`config.mk`:
```
export PLATFORM = sky130hd
export DESIGN_NAME = bounded_deque_with_value_delete
export DESIGN_NICKNAME = d
export VERILOG_FILES = /design/src/bdq_pkg.sv /design/src/bounded_deque_with_value_delete.sv /design/src/bdq_cell.sv
export SDC_FILE = /design/constraint.sdc
export NUM_CORES = 2
export LEC_CHECK = 0
export ABC_AREA = 1
export BUFFER_PORTS_ARGS = -buffer_cell sky130_fd_sc_hd__buf_2
export CORE_ASPECT_RATIO = 1.25
export CORE_MARGIN = 2
export CORE_UTILIZATION = 25
export CTS_CLUSTER_SIZE = 28
export DETAILED_ROUTE_END_ITERATION = 10
export GPL_ROUTABILITY_DRIVEN = 0
export GPL_TIMING_DRIVEN = 0
export PLACE_DENSITY = 0.5
export SKIP_CTS_REPAIR_TIMING = 1
export SLEW_MARGIN = 20
export SYNTH_ARGS = -nofsm -noshare
export SYNTH_HDL_FRONTEND = slang
export SYNTH_SLANG_ARGS = --single-unit
```
`constraint.sdc`:
```
create_clock -name clk -period 4.55 [get_ports clk]
set_input_delay 0.455 -clock clk [delete_from_list [all_inputs] [get_ports clk]]
set_output_delay 0.455 -clock clk [all_outputs]
set_load 0.1 [all_outputs]
```
`src/bdq_pkg.sv`:
```
`timescale 1ns / 1ps
// Shared types and codes for the bounded deque with delete by value.
// No dependencies; imported by bdq_cell and bounded_deque_with_value_delete.
package bdq_pkg;

    localparam int unsigned DataW   = 32;
    localparam int unsigned CmdW    = 3;
    localparam int unsigned StatusW = 2;
    localparam int unsigned CountW  = 5;

    // Command codes
    typedef enum logic [CmdW-1:0] {
        CMD_INS_FRONT = 3'd0,
        CMD_INS_BACK  = 3'd1,
        CMD_REM_FRONT = 3'd2,
        CMD_REM_BACK  = 3'd3,
        CMD_REM_VALUE = 3'd4
    } cmd_t;

    // Result status codes
    typedef enum logic [StatusW-1:0] {
        STS_DONE     = 2'd0,
        STS_EMPTY    = 2'd1,
        STS_FULL     = 2'd2,
        STS_NOTFOUND = 2'd3
    } status_t;

    // Sequencer states
    typedef enum logic {
        ST_IDLE = 1'b0,
        ST_EXEC = 1'b1
    } state_t;

    // Per-cycle command to every cell, already gated by full/empty checks
    typedef struct packed {
        logic ins_front;
        logic ins_back;
        logic rem_front;
        logic rem_value;
    } cell_ctrl_t;

endpackage

```
`src/bounded_deque_with_value_delete.sv`:
```
`timescale 1ns / 1ps
// Top level of the bounded deque with delete by value: sequencer, entry count
// and a chain of bdq_cell storage cells. Depends on bdq_pkg and bdq_cell.
//
//  channel | signals                               | direction
//  --------+---------------------------------------+----------
//  cmd     | cmd_valid, cmd_stall, command, value  | in
//  rsp     | rsp_valid, rsp_stall, status, count_after | out
//
// Each command is first registered from the transfer, then executed: all cells
// compare against the key, the backmost match is found through the cell chain
// and the cells shift or load at once.
// The command channel is stalled during execute; the result sits in
// an output register, so a new command is taken while a result still waits.
// Execute holds while the previous result has not been taken.
// Reset empties the store at once; cell contents are not cleared.
module bounded_deque_with_value_delete
    import bdq_pkg::*;
#(
    parameter int unsigned DEPTH = 16
) (
    input  logic                       clk,
    input  logic                       rst_n,
    input  logic                       cmd_valid,
    output logic                       cmd_stall,
    input  logic        [CmdW-1:0]     command,
    input  logic signed [DataW-1:0]    value,
    output logic                       rsp_valid,
    input  logic                       rsp_stall,
    output logic        [StatusW-1:0]  status,
    output logic        [CountW-1:0]   count_after
);

    localparam int unsigned CW = $clog2(DEPTH + 1);

    state_t                  state_reg;
    state_t                  state_next;
    logic        [CmdW-1:0]  cmd_reg;
    logic signed [DataW-1:0] key_reg;
    logic        [CW-1:0]    count_reg;
    logic        [CW-1:0]    count_next;
    logic                    rsp_valid_reg;
    logic                    rsp_valid_next;
    status_t                 status_reg;
    status_t                 status_next;
    logic        [CountW-1:0] count_out_reg;

    logic                    fire;
    logic                    accept;
    logic                    full;
    logic                    empty;
    logic                    found;
    cell_ctrl_t              ctrl;

    logic signed [DataW-1:0] cell_val [DEPTH];
    logic                    above    [DEPTH+1];

    assign accept = cmd_valid && !cmd_stall;
    assign full   = count_reg == CW'(DEPTH);
    assign empty  = count_reg == '0;
    assign found  = above[0];

    // Sequencer: next state
    always_comb
    begin
        state_next = state_reg;
        case (state_reg)
            ST_IDLE:
            begin
                if (cmd_valid)
                begin
                    state_next = ST_EXEC;
                end
            end
            ST_EXEC:
            begin
                if (!rsp_valid_reg || !rsp_stall)
                begin
                    state_next = ST_IDLE;
                end
            end
            default:
            begin
                state_next = ST_IDLE;
            end
        endcase
    end

    // Sequencer: outputs
    always_comb
    begin
        cmd_stall = 1'b1;
        fire      = 1'b0;
        case (state_reg)
            ST_IDLE:
            begin
                cmd_stall = 1'b0;
            end
            ST_EXEC:
            begin
                fire = !rsp_valid_reg || !rsp_stall;
            end
            default:
            begin
                cmd_stall = 1'b1;
            end
        endcase
    end

    // Decode the command into cell controls, status and new count
    always_comb
    begin
        ctrl        = '0;
        status_next = STS_DONE;
        count_next  = count_reg;
        case (cmd_reg)
            CMD_INS_FRONT:
            begin
                if (full)
                begin
                    status_next = STS_FULL;
                end
                else
                begin
                    ctrl.ins_front = fire;
                    count_next     = count_reg + CW'(1);
                end
            end
            CMD_INS_BACK:
            begin
                if (full)
                begin
                    status_next = STS_FULL;
                end
                else
                begin
                    ctrl.ins_back = fire;
                    count_next    = count_reg + CW'(1);
                end
            end
            CMD_REM_FRONT:
            begin
                if (empty)
                begin
                    status_next = STS_EMPTY;
                end
                else
                begin
                    ctrl.rem_front = fire;
                    count_next     = count_reg - CW'(1);
                end
            end
            CMD_REM_BACK:
            begin
                if (empty)
                begin
                    status_next = STS_EMPTY;
                end
                else
                begin
                    count_next = count_reg - CW'(1);
                end
            end
            CMD_REM_VALUE:
            begin
                if (empty)
                begin
                    status_next = STS_EMPTY;
                end
                else if (!found)
                begin
                    status_next = STS_NOTFOUND;
                end
                else
                begin
                    ctrl.rem_value = fire;
                    count_next     = count_reg - CW'(1);
                end
            end
            default:
            begin
                status_next = STS_DONE;
            end
        endcase
    end

    // Build the cell chain; the match flag ripples from back to front
    assign above[DEPTH] = 1'b0;

    for (genvar i = 0; i < DEPTH; i++)
    begin : g_cell
        logic signed [DataW-1:0] left_v;
        logic signed [DataW-1:0] right_v;

        if (i == 0)
        begin : g_first
            assign left_v = key_reg;
        end
        else
        begin : g_mid_l
            assign left_v = cell_val[i-1];
        end

        if (i == DEPTH - 1)
        begin : g_last
            assign right_v = key_reg;
        end
        else
        begin : g_mid_r
            assign right_v = cell_val[i+1];
        end

        bdq_cell #(
            .IDX (i),
            .CW  (CW)
        ) u_cell (
            .clk       (clk),
            .ctrl      (ctrl),
            .count     (count_reg),
            .key       (key_reg),
            .left_val  (left_v),
            .right_val (right_v),
            .above_in  (above[i+1]),
            .found     (found),
            .val       (cell_val[i]),
            .above_out (above[i])
        );
    end

    // Result valid: set on execute, drop once the result transfers
    always_comb
    begin
        rsp_valid_next = rsp_valid_reg;
        if (fire)
        begin
            rsp_valid_next = 1'b1;
        end
        else if (rsp_valid_reg && !rsp_stall)
        begin
            rsp_valid_next = 1'b0;
        end
    end

    // Control registers
    always_ff @(posedge clk or negedge rst_n)
    begin
        if (!rst_n)
        begin
            state_reg     <= ST_IDLE;
            count_reg     <= '0;
            rsp_valid_reg <= 1'b0;
        end
        else
        begin
            state_reg     <= state_next;
            rsp_valid_reg <= rsp_valid_next;
            if (fire)
            begin
                count_reg <= count_next;
            end
        end
    end

    // Hold the command and the result payload
    always_ff @(posedge clk)
    begin
        if (accept)
        begin
            cmd_reg <= command;
            key_reg <= value;
        end
        if (fire)
        begin
            status_reg    <= status_next;
            count_out_reg <= CountW'(count_next);
        end
    end

    assign rsp_valid   = rsp_valid_reg;
    assign status      = status_reg;
    assign count_after = count_out_reg;

    // Checks
    a_count_bound: assert property (@(posedge clk) disable iff (!rst_n)
        count_reg <= CW'(DEPTH))
        else $error("entry count above depth");

    a_rsp_from_exec: assert property (@(posedge clk) disable iff (!rst_n)
        $rose(rsp_valid_reg) |-> $past(state_reg == ST_EXEC))
        else $error("result raised without an execute cycle");

    a_full_count: assert property (@(posedge clk) disable iff (!rst_n)
        (rsp_valid_reg && status_reg == STS_FULL) |-> count_out_reg == CountW'(DEPTH))
        else $error("full status with count below depth");

    a_empty_count: assert property (@(posedge clk) disable iff (!rst_n)
        (rsp_valid_reg && status_reg == STS_EMPTY) |-> count_out_reg == '0)
        else $error("empty status with nonzero count");

endmodule

```
`src/bdq_cell.sv`:
```
`timescale 1ns / 1ps
// One storage cell of the deque chain: holds a value, compares it to the key
// and moves data to or from its neighbors. Depends on bdq_pkg.
module bdq_cell
    import bdq_pkg::*;
#(
    parameter int unsigned IDX = 0,
    parameter int unsigned CW  = 5
) (
    input  logic                     clk,
    input  cell_ctrl_t               ctrl,
    input  logic        [CW-1:0]     count,
    input  logic signed [DataW-1:0]  key,
    input  logic signed [DataW-1:0]  left_val,
    input  logic signed [DataW-1:0]  right_val,
    input  logic                     above_in,
    input  logic                     found,
    output logic signed [DataW-1:0]  val,
    output logic                     above_out
);

    logic signed [DataW-1:0] val_reg;
    logic signed [DataW-1:0] val_next;
    logic                    in_range;
    logic                    match;
    logic                    at_tail;

    // Compare against the key only inside the occupied region
    assign in_range  = CW'(IDX) < count;
    assign at_tail   = CW'(IDX) == count;
    assign match     = in_range && (val_reg == key);
    // Pass "a match exists at this index or above" toward the front
    assign above_out = above_in | match;

    // Select the next value: shift in from either side or load the key
    always_comb
    begin
        val_next = val_reg;
        if (ctrl.ins_front)
        begin
            val_next = left_val;
        end
        else if (ctrl.ins_back && at_tail)
        begin
            val_next = key;
        end
        else if (ctrl.rem_front)
        begin
            val_next = right_val;
        end
        else if (ctrl.rem_value && found && !above_in)
        begin
            // at or behind the backmost match: close the gap
            val_next = right_val;
        end
    end

    always_ff @(posedge clk)
    begin
        val_reg <= val_next;
    end

    assign val = val_reg;

endmodule
```
# Word-level counts from Yosys, hierarchy flattened
# Index checks and enable logic that the tools add are counted.
[word_totals]
wordCells = 271
in_bits = 39
reg_bits = 561
[classes]
n_eq_ne = 36
bitwise_logic = 16
addsub = 2
muxes = 89
order_cmp = 16
n_reduce_logical = 89
[ops]
columns = ["operator", "n"]
rows = [
  ["$mux W32", 64],
  ["$eq A32 B32 Y1", 16],
  ["$reduce_bool A4 Y1", 16],
  ["$logic_and A1 B1 Y1", 50],
  ["$eq A4 B5 Y1 const A", 8],
  ["$lt A4 B5 Y1 const A", 8],
  ["$eq A3 B5 Y1 const A", 4],
  ["$lt A3 B5 Y1 const A", 4],
  ["$mux W5", 4],
  ["$logic_not A1 Y1", 17],
  ["$mux W1", 15],
  ["$or A1 B1 Y1", 15],
  ["$pmux W5 S3", 1],
  ["$eq A2 B5 Y1 const A", 2],
  ["$lt A1 B5 Y1 const A", 2],
  ["$lt A2 B5 Y1 const A", 2],
  ["$eq A3 B2 Y1 const B", 2],
  ["$mux W2", 3],
  ["$pmux W2 S3", 1],
  ["$add A5 B1 Y5 const B", 1],
  ["$eq A1 B5 Y1 const A", 1],
  ["$eq A5 B5 Y1 const B", 1],
  ["$logic_not A5 Y1", 1],
  ["$sub A5 B1 Y5 const B", 1],
  ["8 further kinds", 9],
]

# Depth between registers and ports, before layout
[logic_depth]
word_depth = 26
mapped_depth = 24

# Hierarchy
# A second synthesis with hierarchy kept.
[hier_totals]
hier_cells = 4813
area_unflattened_um2 = 38420.6
[by_module_without_submodules]
columns = ["module", "area_per_inst_um2", "instances", "seq_area_each_um2", "cells_each"]
rows = [
  ["bdq_cell at g_cell[12].u_cell", 2682.6, 1, 960.9, 279],
  ["bdq_cell at g_cell[2].u_cell", 2432.3, 1, 960.9, 285],
  ["bdq_cell at g_cell[7].u_cell", 2359.8, 1, 960.9, 313],
  ["bdq_cell at g_cell[8].u_cell", 2314.7, 1, 960.9, 311],
  ["bdq_cell at g_cell[9].u_cell", 2278.4, 1, 960.9, 316],
  ["bdq_cell at g_cell[13].u_cell", 2265.9, 1, 960.9, 303],
  ["bdq_cell at g_cell[15].u_cell", 2262.2, 1, 960.9, 311],
  ["bdq_cell at g_cell[14].u_cell", 2254.7, 1, 960.9, 288],
  ["bdq_cell at g_cell[10].u_cell", 2250.9, 1, 960.9, 282],
  ["bdq_cell at g_cell[11].u_cell", 2249.7, 1, 960.9, 323],
  ["bdq_cell at g_cell[6].u_cell", 2239.6, 1, 960.9, 269],
  ["bdq_cell at g_cell[4].u_cell", 2232.1, 1, 960.9, 297],
  ["bdq_cell at g_cell[0].u_cell", 2193.4, 1, 960.9, 279],
  ["bdq_cell at g_cell[1].u_cell", 2144.6, 1, 960.9, 263],
  ["3 more rows", "-", "-", "-", "-"],
]

# Worst setup path before layout
# OpenSTA, ideal clock, no wires.
[synth_timing]
path_kind = "register -> register"
start = "reg key_reg[0], in the netlist g_cell[0].left_v[0]"
end = "reg g_cell[13].u_cell.val_reg[0], enable pin"
path_stages_with_launch = 15
period_less_slack_ns = 4.171
path_buffers = 3
arrival_time_ns = 3.740
setup_slack_ns = 0.379
required_ns = 4.119
cell_sequence = "edfxtp_1 > buf_4 > buf_6 > xor2_1 > nor4_1 > nand2_1 > nor4_1 > nand3_1 > nand4_1 > nor2_1 > nand3_2 > and2_1 > buf_6 > inv_6 > o211ai_1"
[synth_between]
elab_chain_len = 23
[synth_rtl]
columns = ["item", "line_no", "source"]
rows = [
  ["start, declared", "bounded_deque_with_value_delete.sv:39", "logic signed [DataW-1:0] key_reg;"],
  ["start signal, assigned", "bounded_deque_with_value_delete.sv:270", "key_reg <= value;"],
  ["$eq A32 B32 Y1", "bdq_cell.sv:31", "assign match = in_range && (val_reg == key);"],
  ["$logic_and A1 B1 Y1", "bdq_cell.sv:31", ""],
  ["$or A1 B1 Y1 (15 in series)", "bdq_cell.sv:33", "assign above_out = above_in | match;"],
  ["$mux W1", "bounded_deque_with_value_delete.sv:170", "else if (!found)"],
  ["$mux W1", "bounded_deque_with_value_delete.sv:166", "if (empty)"],
  ["$mux W1", "bounded_deque_with_value_delete.sv:116", "case (cmd_reg)"],
  ["$logic_and A1 B1 Y1", "bdq_cell.sv:51", "else if (ctrl.rem_value && found && !above_in)"],
  ["$logic_and A1 B1 Y1 *", "bdq_cell.sv:51", ""],
  ["$reduce_bool A4 Y1 (no line) *", "-", ""],
  ["end signal, assigned", "bdq_cell.sv:60", "val_reg <= val_next;"],
  ["end, declared", "bdq_cell.sv:22", "logic signed [DataW-1:0] val_reg;"],
]
# Mark *: on every way between the ends. The rest lies on a longest branch, timed or not.
# A chain may end at the register's enable or synchronous reset.

# Worst setup path in the final report
[layout_timing]
start = "reg key_reg[1], in the netlist g_cell[0].left_v[1]"
end = "reg g_cell[6].u_cell.val_reg[11], enable pin"
[layout_between]
elab_chain_len = 23
[layout_rtl]
columns = ["item", "line_no"]
rows = [
  ["$eq A32 B32 Y1", "bdq_cell.sv:31"],
  ["$logic_and A1 B1 Y1", "bdq_cell.sv:31"],
  ["$or A1 B1 Y1 (15 in series)", "bdq_cell.sv:33"],
  ["$mux W1", "bounded_deque_with_value_delete.sv:170"],
  ["$mux W1", "bounded_deque_with_value_delete.sv:166"],
  ["$mux W1", "bounded_deque_with_value_delete.sv:116"],
  ["$logic_and A1 B1 Y1", "bdq_cell.sv:51"],
  ["$logic_and A1 B1 Y1 *", "bdq_cell.sv:51"],
  ["$reduce_bool A4 Y1 (no line) *", "-"],
  ["end signal, assigned", "bdq_cell.sv:60"],
  ["end, declared", "bdq_cell.sv:22"],
]
# Marked as above.

==> impl_metrics.json <==
{
  "status": "finished, violations left",
  "violations": "setup timing",
  "netlist_area_um2": 35150,
  "core_um2": 139400,
  "p_int_uw": 11800,
  "grt_antenna_before_repair": 5,
  "stdcell_area_um2": 41550,
  "grt.overflow.total": 0,
  "synth_simple_gate_area_share_pct": 17.18,
  "first_iter_violations": 5017,
  "synth_xor_xnor_area_share_pct": 7.102,
  "numCtsBuffers": 71,
  "areaGrowthSynthToFinish_pct": 18.21,
  "ant_nets": 0,
  "placed_area_um2": 38280,
  "first_pass_iters": 8,
  "path_cells": "buf_4 -> buf_6 -> buf_2 -> xor2_1 -> inv_1 -> nand4_1 -> nor4_1 -> nand3_1 -> nand4_1 -> nor2_2 -> nand3_4 -> and2_1 -> buf_6 -> inv_8 -> o211ai_1 -> buf_4 -> buf_4 -> buf_4",
  "ys_seq_elements": 561,
  "nNetsFinal": 4635,
  "largest_reg_flops": 512,
  "io_pins": 48,
  "synth_top_family_by_area": "compound AO/OA/AOI/OAI gates",
  "start_util_pct": 25.22,
  "p_leak_uw": 0.01613,
  "hold_path_class": "in2reg",
  "htreeDepth": 3,
  "synth_ff_type": "edfxtp_1",
  "ys_top_cells_by_count": "nand2_1 (901), a21oi_1 (698), edfxtp_1 (554)",
  "fin_crit_sh_pct": 103.0,
  "fin_worst_skew_ns": 0.03506,
  "min_period_ns": 4.686,
  "finalSetupViolations": 69,
  "required_ns": 4.92,
  "yosysSeqAreaShare_pct": 47.83,
  "maxSlewHeadroom_pct": 19.66,
  "root_buffer": "clkbuf_16",
  "crit_path_start_kind": "flop",
  "portBuffers": 47,
  "async_flop_share_pct": 1.248,
  "cpMostUsedCell": "buf_4",
  "final_util_pct": 29.81,
  "power.switching_uw": 8074,
  "hpwl_um": 146600,
  "clock_path_buffers": 3,
  "dr_total_vias": 34600,
  "routed_wl_um": 181500,
  "fp.dieH_um": 423.2,
  "clkPwrFrac_pct": 28.4,
  "grt_pass1_vias": 32080,
  "row_count": 153,
  "seqPwrFrac_pct": 37.5,
  "maxCapViolCount": 0,
  "synth_mux_area_share_pct": 0,
  "critPathBufInv": 9,
  "clk_pin_slew_ns": 0.06,
  "postSynthAreaPerCell_um2": 8.084,
  "synth_cell_type_count": 48,
  "timing.final.ws_setup_ns": -0.1356,
  "synth.most_common_cell": "nand2_1",
  "synth_compound_area_share_pct": 18.70,
  "hold_violations": 0,
  "synth_edf_count": 554,
  "max-vdd-ir-drop_mv": 0.2626,
  "die_w_um": 339.4,
  "comb_power_share_pct": 34.1,
  "syn_nets": 4392,
  "worstMarginPinSlew_ns": 1.205,
  "fmax_mhz": 213.4,
  "synth_fa_ha_area_share_pct": 0.1780,
  "viasPerCell": 5.312,
  "drc": 0,
  "dieArea_um2": 143600,
  "grt_use_total_pct": 24.27,
  "crit_family": "buffers and inverters",
  "synth_cells": 4348,
  "wl_per_cell_um": 27.86,
  "clkSinkCount": 561,
  "critPathCaptureType": "flop",
  "p_per_area_nw_per_um2": 478.4,
  "worstPathMaxFanout": 10,
  "slew_violations": 0,
  "synth_area_leader_cell": "edfxtp_1",
  "grt_max_degree": 24,
  "grt_pass1_wl_um": 245800,
  "critPathMaxStageDelay_ns": 0.48,
  "slowest_stage": "edfxtp_1",
  "insertion_delay_ns": 0.66,
  "synth.area.top_cells": "edfxtp_1 (47%), a21oi_1 (9.9%), nand2_1 (9.6%)",
  "cts_tree": "done",
  "yosysWarnings": 0,
  "worstPathArrival_ns": 5.05,
  "p_sw_share_pct": 40.62,
  "worstSetupPathType": "reg2reg",
  "drive_gt1_share_pct": 9.682,
  "synth_top_area_share_pct": 47.33
}
power groups by stage:
| stage | sequential [uW] | combinational [uW] | clock [uW] |
|---|---|---|---|
| 5_1_grt | 7520 | 7030 | 5830 |
| 4_1_cts | 7430 | 6220 | 5650 |
| 3_3_place_gp | 7590 | 5970 | 0 |
| 6_report | 7460 | 6780 | 5640 |
| 2_1_floorplan | 7580 | 3350 | 0 |
| 3_5_place_dp | 7540 | 6190 | 0 |
layout make-up:
type                       instances  area, um^2
clock inverter                    40       276.5
inverter                         440        1690
multi-input combinational       3020       15510
sequential                       561       16810
tap                             1860        2327
fill                           15260       97820
antenna                            6       15.01
buffer                           327        1584
timing repair buffer             170        1416
clock buffer                      90        1912
cells by family after synthesis:
kind of cell | after synthesis
and+or+nand+nor | 1443
AOI/OAI and AO/OA | 1287
buffers and inverters | 767
DFF | 561
xor gates and xnor gates | 285
adders and majority gates | 5
cell usage in the layout (no fill, tap or decap), types with 55 or more instances in the layout:
cell / n
nand4_1: 73
o21ai_0: 523
xnor2_1: 140
edfxtp_1: 554
clkbuf_16: 74
buf_2: 84
clkbuf_1: 228
nor2_1: 287
nand2_1: 890
nand3_1: 55
buf_4: 109
a21oi_1: 698
inv_1: 400
xor2_1: 135
metal layers:
| metal | routed length (um) | GRT usage [%] |
|---|---|---|
| met5 | 41 | 0 |
| met4 | 18420 | 21.28 |
| met3 | 16160 | 4.647 |
| met2 | 80060 | 37.46 |
| met1 | 66830 | 28.83 |
through the flow:
step           cells  setup TNS (ns)  setup WS [ns]  total power (uW)  hold slack, ns
2_1_floorplan   4348               0         0.3792             10930          0.1594
3_3_place_gp    6255        -1116.70         -3.058             13560          0.2979
3_5_place_dp    6300         -264.36         -1.151             13730          0.3027
4_1_cts         6430         -278.10         -1.173             19300         -0.3796
5_1_grt         6508         -0.7510       -0.04352             20390        0.001314
6_report        6514          -4.685        -0.1356             19880        0.006122
worst paths after layout:
kind                                                     from                                  to  slack [ns]  depth (start not counted)
worst min-delay path                                value[10]      g_cell[0].left_v[10]$_DFFE_PP_       0.006                          1
min in group asynchronous                               rst_n            count_reg[2]$_DFFE_PN0P_        0.17                          2
worst max-delay path            g_cell[0].left_v[1]$_DFFE_PP_  g_cell[6].u_cell.val[11]$_DFFE_PP_       -0.14                         18
worst min register to register          rsp_valid$_DFFE_PN0P_               rsp_valid$_DFFE_PN0P_        0.52                          2
max in group asynchronous                               rst_n            count_reg[4]$_DFFE_PN0P_        4.21                          2
worst max register to register  g_cell[0].left_v[1]$_DFFE_PP_  g_cell[6].u_cell.val[11]$_DFFE_PP_       -0.14                         18
(Power assumes the default switching activity.)
